[src/design/multi_reader_ring_buffer_defines.svh]
// ----------------------------------------------------------------------------
// Multi-reader ring buffer: assertion macros
// Shared immediate-cycle and next-cycle property macros for the design files.
// ----------------------------------------------------------------------------
`ifndef MULTI_READER_RING_BUFFER_DEFINES_SVH
`define MULTI_READER_RING_BUFFER_DEFINES_SVH

// Consequent must hold in the same cycle as the antecedent.
`define MRRB_ASSERT_NOW(label, clk, rst_n, ante, cons, msg) \
    label: assert property (@(posedge clk) disable iff (!rst_n) (ante) |-> (cons)) \
        else $error(msg);

// Consequent must hold in the cycle after the antecedent.
`define MRRB_ASSERT_NEXT(label, clk, rst_n, ante, cons, msg) \
    label: assert property (@(posedge clk) disable iff (!rst_n) (ante) |=> (cons)) \
        else $error(msg);

`endif

[src/design/mrrb_pkg.sv]
// ----------------------------------------------------------------------------
// Multi-reader ring buffer package
// Item types, action and status codes, and controller/datapath interfaces.
// ----------------------------------------------------------------------------
package mrrb_pkg;

    localparam int DEF_BUF_DEPTH    = 1024;
    localparam int DEF_READER_SLOTS = 4;
    localparam int DEF_MAX_READ     = 64;

    localparam int ACT_W  = 3;
    localparam int HDL_W  = 3;
    localparam int BYTE_W = 8;
    localparam int REQ_W  = 7;
    localparam int STS_W  = 3;
    localparam int PEND_W = 10;

    localparam logic [ACT_W-1:0] ACT_PUSH  = 3'd0;
    localparam logic [ACT_W-1:0] ACT_OPEN  = 3'd1;
    localparam logic [ACT_W-1:0] ACT_READ  = 3'd2;
    localparam logic [ACT_W-1:0] ACT_CLEAR = 3'd3;
    localparam logic [ACT_W-1:0] ACT_COUNT = 3'd4;
    localparam logic [ACT_W-1:0] ACT_CLOSE = 3'd5;

    localparam logic [STS_W-1:0] ST_OK          = 3'd0;
    localparam logic [STS_W-1:0] ST_BAD_HANDLE  = 3'd1;
    localparam logic [STS_W-1:0] ST_CLOSED      = 3'd2;
    localparam logic [STS_W-1:0] ST_NO_SLOT     = 3'd3;
    localparam logic [STS_W-1:0] ST_DROPPED     = 3'd4;
    localparam logic [STS_W-1:0] ST_UNSUPPORTED = 3'd5;

    typedef struct packed {
        logic [ACT_W-1:0]  action;
        logic [HDL_W-1:0]  reader_handle;
        logic [BYTE_W-1:0] data_byte;
        logic [REQ_W-1:0]  request_len;
    } t_in_item;

    typedef struct packed {
        logic [STS_W-1:0]  status;
        logic [BYTE_W-1:0] read_byte;
        logic              byte_valid;
        logic [HDL_W-1:0]  opened_handle;
        logic [PEND_W-1:0] pending_count;
        logic              last;
    } t_out_item;

    // Controller to datapath
    typedef struct packed {
        logic exec;        // carry out a single-result item
        logic start_read;  // latch slot and head for a multi-byte read
        logic emit_byte;   // hand out the byte at the working pointer
        logic byte_last;   // that byte closes the read
    } t_dp_cmd;

    // Datapath to controller
    typedef struct packed {
        logic out_free;       // output register can take a result
        logic read_has_data;  // handle good, slot open, bytes pending
        logic ptr_next_at_wp; // working pointer is one short of the tail
    } t_dp_status;

endpackage

[src/design/mrrb_ctrl.sv]
// ----------------------------------------------------------------------------
// Multi-reader ring buffer controller
// Accepts items and sequences multi-byte reads, one byte per free output slot.
// ----------------------------------------------------------------------------
`include "multi_reader_ring_buffer_defines.svh"

module mrrb_ctrl import mrrb_pkg::*; #(
    parameter int MAX_READ = DEF_MAX_READ
) (
    input  logic             i_clk,
    input  logic             i_rst_n,
    input  logic             i_in_valid,
    input  logic [ACT_W-1:0] i_action,
    input  logic [REQ_W-1:0] i_request_len,
    input  t_dp_status       i_status,
    output logic             o_in_ready,
    output t_dp_cmd          o_cmd
);

    localparam logic S_IDLE = 1'b0;
    localparam logic S_READ = 1'b1;

    localparam logic [REQ_W-1:0] MAX_REQ = REQ_W'(MAX_READ);

    logic             r_state, n_state;
    logic [REQ_W-1:0] r_rem, n_rem;
    logic [REQ_W-1:0] req_sat;
    logic             accept;

    assign req_sat    = (i_request_len > MAX_REQ) ? MAX_REQ : i_request_len;
    assign o_in_ready = (r_state == S_IDLE) && i_status.out_free;
    assign accept     = i_in_valid && o_in_ready;

    always_comb begin
        o_cmd      = '0;
        n_state    = r_state;
        n_rem      = r_rem;
        unique case (r_state)
            S_IDLE: begin
                if (accept) begin
                    if ((i_action == ACT_READ) && (req_sat != '0) &&
                        i_status.read_has_data) begin
                        o_cmd.start_read = 1'b1;
                        n_rem            = req_sat;
                        n_state          = S_READ;
                    end else begin
                        o_cmd.exec = 1'b1;
                    end
                end
            end
            S_READ: begin
                o_cmd.byte_last = (r_rem == REQ_W'(1)) || i_status.ptr_next_at_wp;
                if (i_status.out_free) begin
                    o_cmd.emit_byte = 1'b1;
                    n_rem           = r_rem - REQ_W'(1);
                    if (o_cmd.byte_last) begin
                        n_state = S_IDLE;
                    end
                end
            end
        endcase
    end

    always_ff @(posedge i_clk) begin
        if (!i_rst_n) begin
            r_state <= S_IDLE;
            r_rem   <= '0;
        end else begin
            r_state <= n_state;
            r_rem   <= n_rem;
        end
    end

    `MRRB_ASSERT_NOW(a_read_has_budget, i_clk, i_rst_n, r_state == S_READ, r_rem != '0, "read state with no bytes left")
    `MRRB_ASSERT_NEXT(a_start_enters_read, i_clk, i_rst_n, o_cmd.start_read, r_state == S_READ, "read start did not enter read state")
    `MRRB_ASSERT_NEXT(a_last_leaves_read, i_clk, i_rst_n, o_cmd.emit_byte && o_cmd.byte_last, r_state == S_IDLE, "final byte did not end the read")

endmodule

[config.mk]
export PLATFORM = sky130hd
export DESIGN_NAME = mrrb_ctrl
export DESIGN_NICKNAME = d
export VERILOG_FILES = /design/src/design/mrrb_pkg.sv /design/src/design/mrrb_ctrl.sv
export VERILOG_INCLUDE_DIRS = /design/src /design/src/design
export SDC_FILE = /design/constraint.sdc
export NUM_CORES = 1
export LEC_CHECK = 0
export BUFFER_PORTS_ARGS = -buffer_cell sky130_fd_sc_hd__buf_2
export CORE_ASPECT_RATIO = 1.25
export CORE_MARGIN = 2
export CORE_UTILIZATION = 30
export CTS_CLUSTER_SIZE = 25
export DETAILED_ROUTE_END_ITERATION = 16
export HOLD_SLACK_MARGIN = 0.06
export PLACE_DENSITY_LB_ADDON = 0.05
export SYNTH_ARGS = -nofsm -noshare
export SYNTH_HDL_FRONTEND = slang
export SYNTH_SLANG_ARGS = --single-unit
[constraint.sdc]
create_clock -name i_clk -period 2.9 [get_ports i_clk]
set_clock_uncertainty 0.05 [all_clocks]
set_input_delay 0.725 -clock i_clk [delete_from_list [all_inputs] [get_ports i_clk]]
set_output_delay 0.725 -clock i_clk [all_outputs]
set_load 0.01 [all_outputs]
==> After elaboration in Yosys (flattened, before gate mapping) <==
Index checks and enable logic that the tools add are counted.
{ "classes": {"add_sub_neg": 1, "order_cmp": 1, "eq_ne": 5, "muxes": 15, "bitwise": 1, "n_reduce_logical": 7} }
{ "ops": {"columns": ["op", "n"], "rows": [
  ["7-bit two-way mux", 4],
  ["7-bit case mux with 2 select lines", 1],
  ["7-bit by 1-bit == test with 1-bit output, second input constant", 1],
  ["7-bit greater-than comparator, second input constant", 1],
  ["7-bit nonzero test", 1],
  ["7-bit by 1-bit subtractor with 7-bit output, second input constant", 1],
  ["1-bit two-way mux", 6],
  ["2-bit two-way mux", 3],
  ["1-bit logical AND", 4],
  ["2-bit != test, second input constant", 2],
  ["3-bit by 2-bit == test with 1-bit output, second input constant", 1],
  ["3-bit AND reduction", 1],
  ["2-bit by 1-bit != test with 1-bit output, second input constant", 1],
  ["1-bit case mux with 2 select lines", 1],
  ["1-bit logical OR", 1],
  ["1-bit NOT", 1]
]} }
{ "word_totals": {"register_bits": 8, "in_bits": 16, "out_inout_bits": 5, "elab_cells": 32} }

==> Longest topological paths before layout <==
{ "logic_depth": {"depth_word": 8, "depth_mapped": 6, "ltp_nobuf": 6} }

==> Worst setup path before layout <==
OpenSTA, ideal clock, no wires.
{ "synth_timing": {"path_kind": "input port to output port", "start": "input port i_request_len[3]", "end": "output port o_cmd[2] (netlist name)", "arrival_ns": 1.387, "required_ns": 2.125, "path_slack_ns": 0.738, "cell_stages": 3, "n_path_buf": 0, "path_cell_list": "nor4_1 > a211o_4 > inv_6"} }
{ "synth_lines": {"columns": ["element", "line_no", "rtl"], "rows": [
  ["start, declared", "mrrb_ctrl.sv:14", "input logic [REQ_W-1:0] i_request_len,"],
  ["end, declared", "mrrb_ctrl.sv:17", "output t_dp_cmd o_cmd"]
]} }

==> results.cfg <==
[grt]
grt_pass1_vias = 635
grtUsageMet3_pct = 2.64
met1_usage_pct = 18.1
grt_use_met2_pct = 28.0
grt_pass1_wl_mm = 2.79
antenna_found_initial = 0
grt.busiest_layer = met2
grt_usage_pct = 15.6
grt_max_degree = 18
overflow = 0

[worst_setup_path]
cp_max_fo = 8
worstRegToRegCells = 5
reg2reg_slack_ps = 1170
cp.arrival_ps = 1750
cp_num_cells = 5
crit_buf_inv = 3
reg2reg_from = r_state$_SDFF_PN0_
endpoint_kind = output pin
reg2reg_to = r_rem[1]$_SDFFE_PN0P_
crit_slowest_cell = nor4_1
crit_chain = buf_2 -> nor4_1 -> a211o_4 -> inv_6 -> buf_2
critPathRequiredTime_ps = 2120
cpPeakStageDelay_ps = 450
crit_path_frequent_cell = buf_2
crit_type = in -> out
crit_family = simple AND/OR/NAND/NOR gates
critPathLaunchType = primary input

[final_layout]
nNetsFinal = 119
area_growth_pct = 22.4
post-route-util_pct = 38.8
num_antenna_cells = 0
layout_common_cells = buf_2, dfxtp_1, nor2_1
nFillCells = 210
drive_above_1_share_pct = 29.3
design_area_um2 = 759
layout_commonest_cell = buf_2

[cts]
numCtsBuffers = 3
htree_levels = 1
postCtsSetupBuffers = 0
clockRootBuffer = clkbuf_4
hold_buffers = 0
worstSkewPairLatency_ps = 250
cts_buffer_depth = 2
tritoncts = yes
path_clk_slew_ps = 60
ctsResizeCount = 0
clock-sinks = 8

[power_and_ir_drop]
power_mw = 0.246
power_switching_mw = 0.0663
powerDensity_nw_per_um2 = 324
combPwrFrac_pct = 17.1
sw_frac_of_total_pct = 27.0
p_seq_share_pct = 46.4
p_int_mw = 0.179
clockPowerShare_pct = 36.5
ir_drop_v = 0.000172
leakagePower_nw = 0.349

[detailed_routing]
drt-vias-per-instance = 5.67
routedWlPerCell_um = 14.3
num_vias = 675
drtAntennaViolNets = 0
wl_mm = 1.70
drtIter0Drc = 13
drt-pass1-iter-count = 5
drc = 0

[placement]
gp_congestion = 0.722
place_ws_ps = 383
portBuffers = 20
hpwlAfterDp_mm = 1.30
placed_cell_area_um2 = 737

[timing]
fmax_ghz = 0.396
worst_pin_slew_ps = 529
layout_setup_ws_ps = 375
rsz0062_at_grt = false
hold_viol = 0
post-route-period-util_pct = 87.1
tns_ps = 0
setup_violations = 0
period_needed_ps = 2520
maxSlewViolCount = 0
slew_headroom_pct = 64.7

[logic_synthesis]
yosys.area.top_type = dfxtp_1
syn-num-nets = 96
synth_area_um2 = 621
synth_area_leaders = dfxtp_1, nor2b_1, nor2_1
ys_ff_latch = 8
ys_warn_count = 0
avgSynthCellArea_um2 = 7.96
synth_top_area_share_pct = 25.8
syn_inst = 78
yosysSeqAreaShare_pct = 25.8
synth_cell_types = 34

[floorplanning]
coreArea_um2 = 1960
ios = 21
die_area_um2 = 2450
rows = 18
initial_utilization_pct = 31.7
fp.dieW_um = 44.7
die_h_um = 54.9

[hold_path]
holdPathStages = 2
hold-path-endpoint = r_rem[6]$_SDFFE_PN0P_
min_from = r_rem[6]$_SDFFE_PN0P_
hold_path.class = reg -> reg

[flow_run]
drv_cap = 0

[run_status]
status = finished, final reports clean
[worst max path at each step]
| stage | startpoint | to | slack (ps) |
|---|---|---|---|
| 6_report | i_request_len[3] | o_cmd[2] | 380 |
| 5_1_grt | i_request_len[3] | o_cmd[2] | 300 |
| 3_3_place_gp | i_request_len[3] | o_cmd[2] | 420 |
| 3_5_place_dp | i_request_len[3] | o_cmd[2] | 380 |
| 4_1_cts | i_request_len[3] | o_cmd[2] | 380 |
| 2_1_floorplan | i_request_len[3] | o_cmd[2] | 740 |
[area by class of cell]
type	instances	area, um2	share of cell area (%)
tap	20	25.0	3.29
multi-input combinational	63	427	56.2
timing repair buffer	20	100	13.2
inverter	5	25.0	3.29
clock buffer	3	22.5	2.97
sequential	8	160	21.1
[worst reg2reg max path, stage by stage, from the launching register on]
cell and delay, ps:
dfxtp_1 470, nand3b_4 250, a211o_4 380, inv_6 90, nor2_2 50, o311a_1 340
[routing by layer]
layer	share of wire, %	vias to the layer above
met5	0	-
met1	44	310
met3	8.1	2
met2	48	29
met4	0.76	0
li1	-	334
[per-stage QoR]
stage / hold WS [ps] / std cells
2_1_floorplan: 403 / 78
3_3_place_gp: 436 / 116
3_5_place_dp: 429 / 116
4_1_cts: 437 / 119
5_1_grt: 470 / 119
6_report: 435 / 119
[power by group through the flow]
stage | logic, mW | registers (mW) | clock network [mW]
6_report | 0.0421 | 0.114 | 0.0896
3_5_place_dp | 0.0419 | 0.116 | 0
4_1_cts | 0.0422 | 0.114 | 0.0892
2_1_floorplan | 0.0233 | 0.115 | 0
5_1_grt | 0.0470 | 0.114 | 0.0962
3_3_place_gp | 0.0422 | 0.116 | 0
[cell usage after synthesis]
| master | number |
|---|---|
| and2b_1 | 1 |
| nor2b_1 | 5 |
| a211o_4 | 1 |
| nand2_1 | 6 |
| mux2_2 | 1 |
| and4_1 | 1 |
| nor2_2 | 1 |
| nand3b_4 | 1 |
| inv_6 | 1 |
| a41o_1 | 1 |
| nand4_1 | 1 |
| o31ai_1 | 3 |
| o22ai_1 | 1 |
| inv_1 | 3 |
| ha_1 | 2 |
| a21boi_0 | 2 |
| clkbuf_1 | 1 |
| nor3_1 | 3 |
| a222oi_1 | 1 |
| and3b_1 | 2 |
| nor2_1 | 7 |
| o311a_1 | 1 |
| dfxtp_1 | 8 |
| nor3b_1 | 3 |
| clkinv_2 | 1 |
| nand3_1 | 3 |
| buf_2 | 1 |
| a22oi_1 | 1 |
| nand4bb_1 | 1 |
| a21oi_1 | 4 |
| xor2_1 | 2 |
| nor4_1 | 1 |
| o21ai_0 | 5 |
| a31oi_1 | 2 |
[state kept, by name, summed over array words and instances, names as in the netlist]
signal	count
r_state	1
r_rem	7
[cell families (layout without fill, tap and decap cells)]
group | count (synthesis) | after routing | synth area share (%)
buffers and inverters | 7 | 28 | 5.44
and+or+nand+nor | 36 | 36 | 34.9
DFF | 8 | 8 | 25.8
adders and majority gates | 2 | 2 | 4.03
xor gates and xnor gates | 2 | 2 | 2.82
muxes | 1 | 1 | 1.81
AOI/OAI and AO/OA | 22 | 22 | 25.2
No activity file was read; power rests on OpenSTA's default activity.
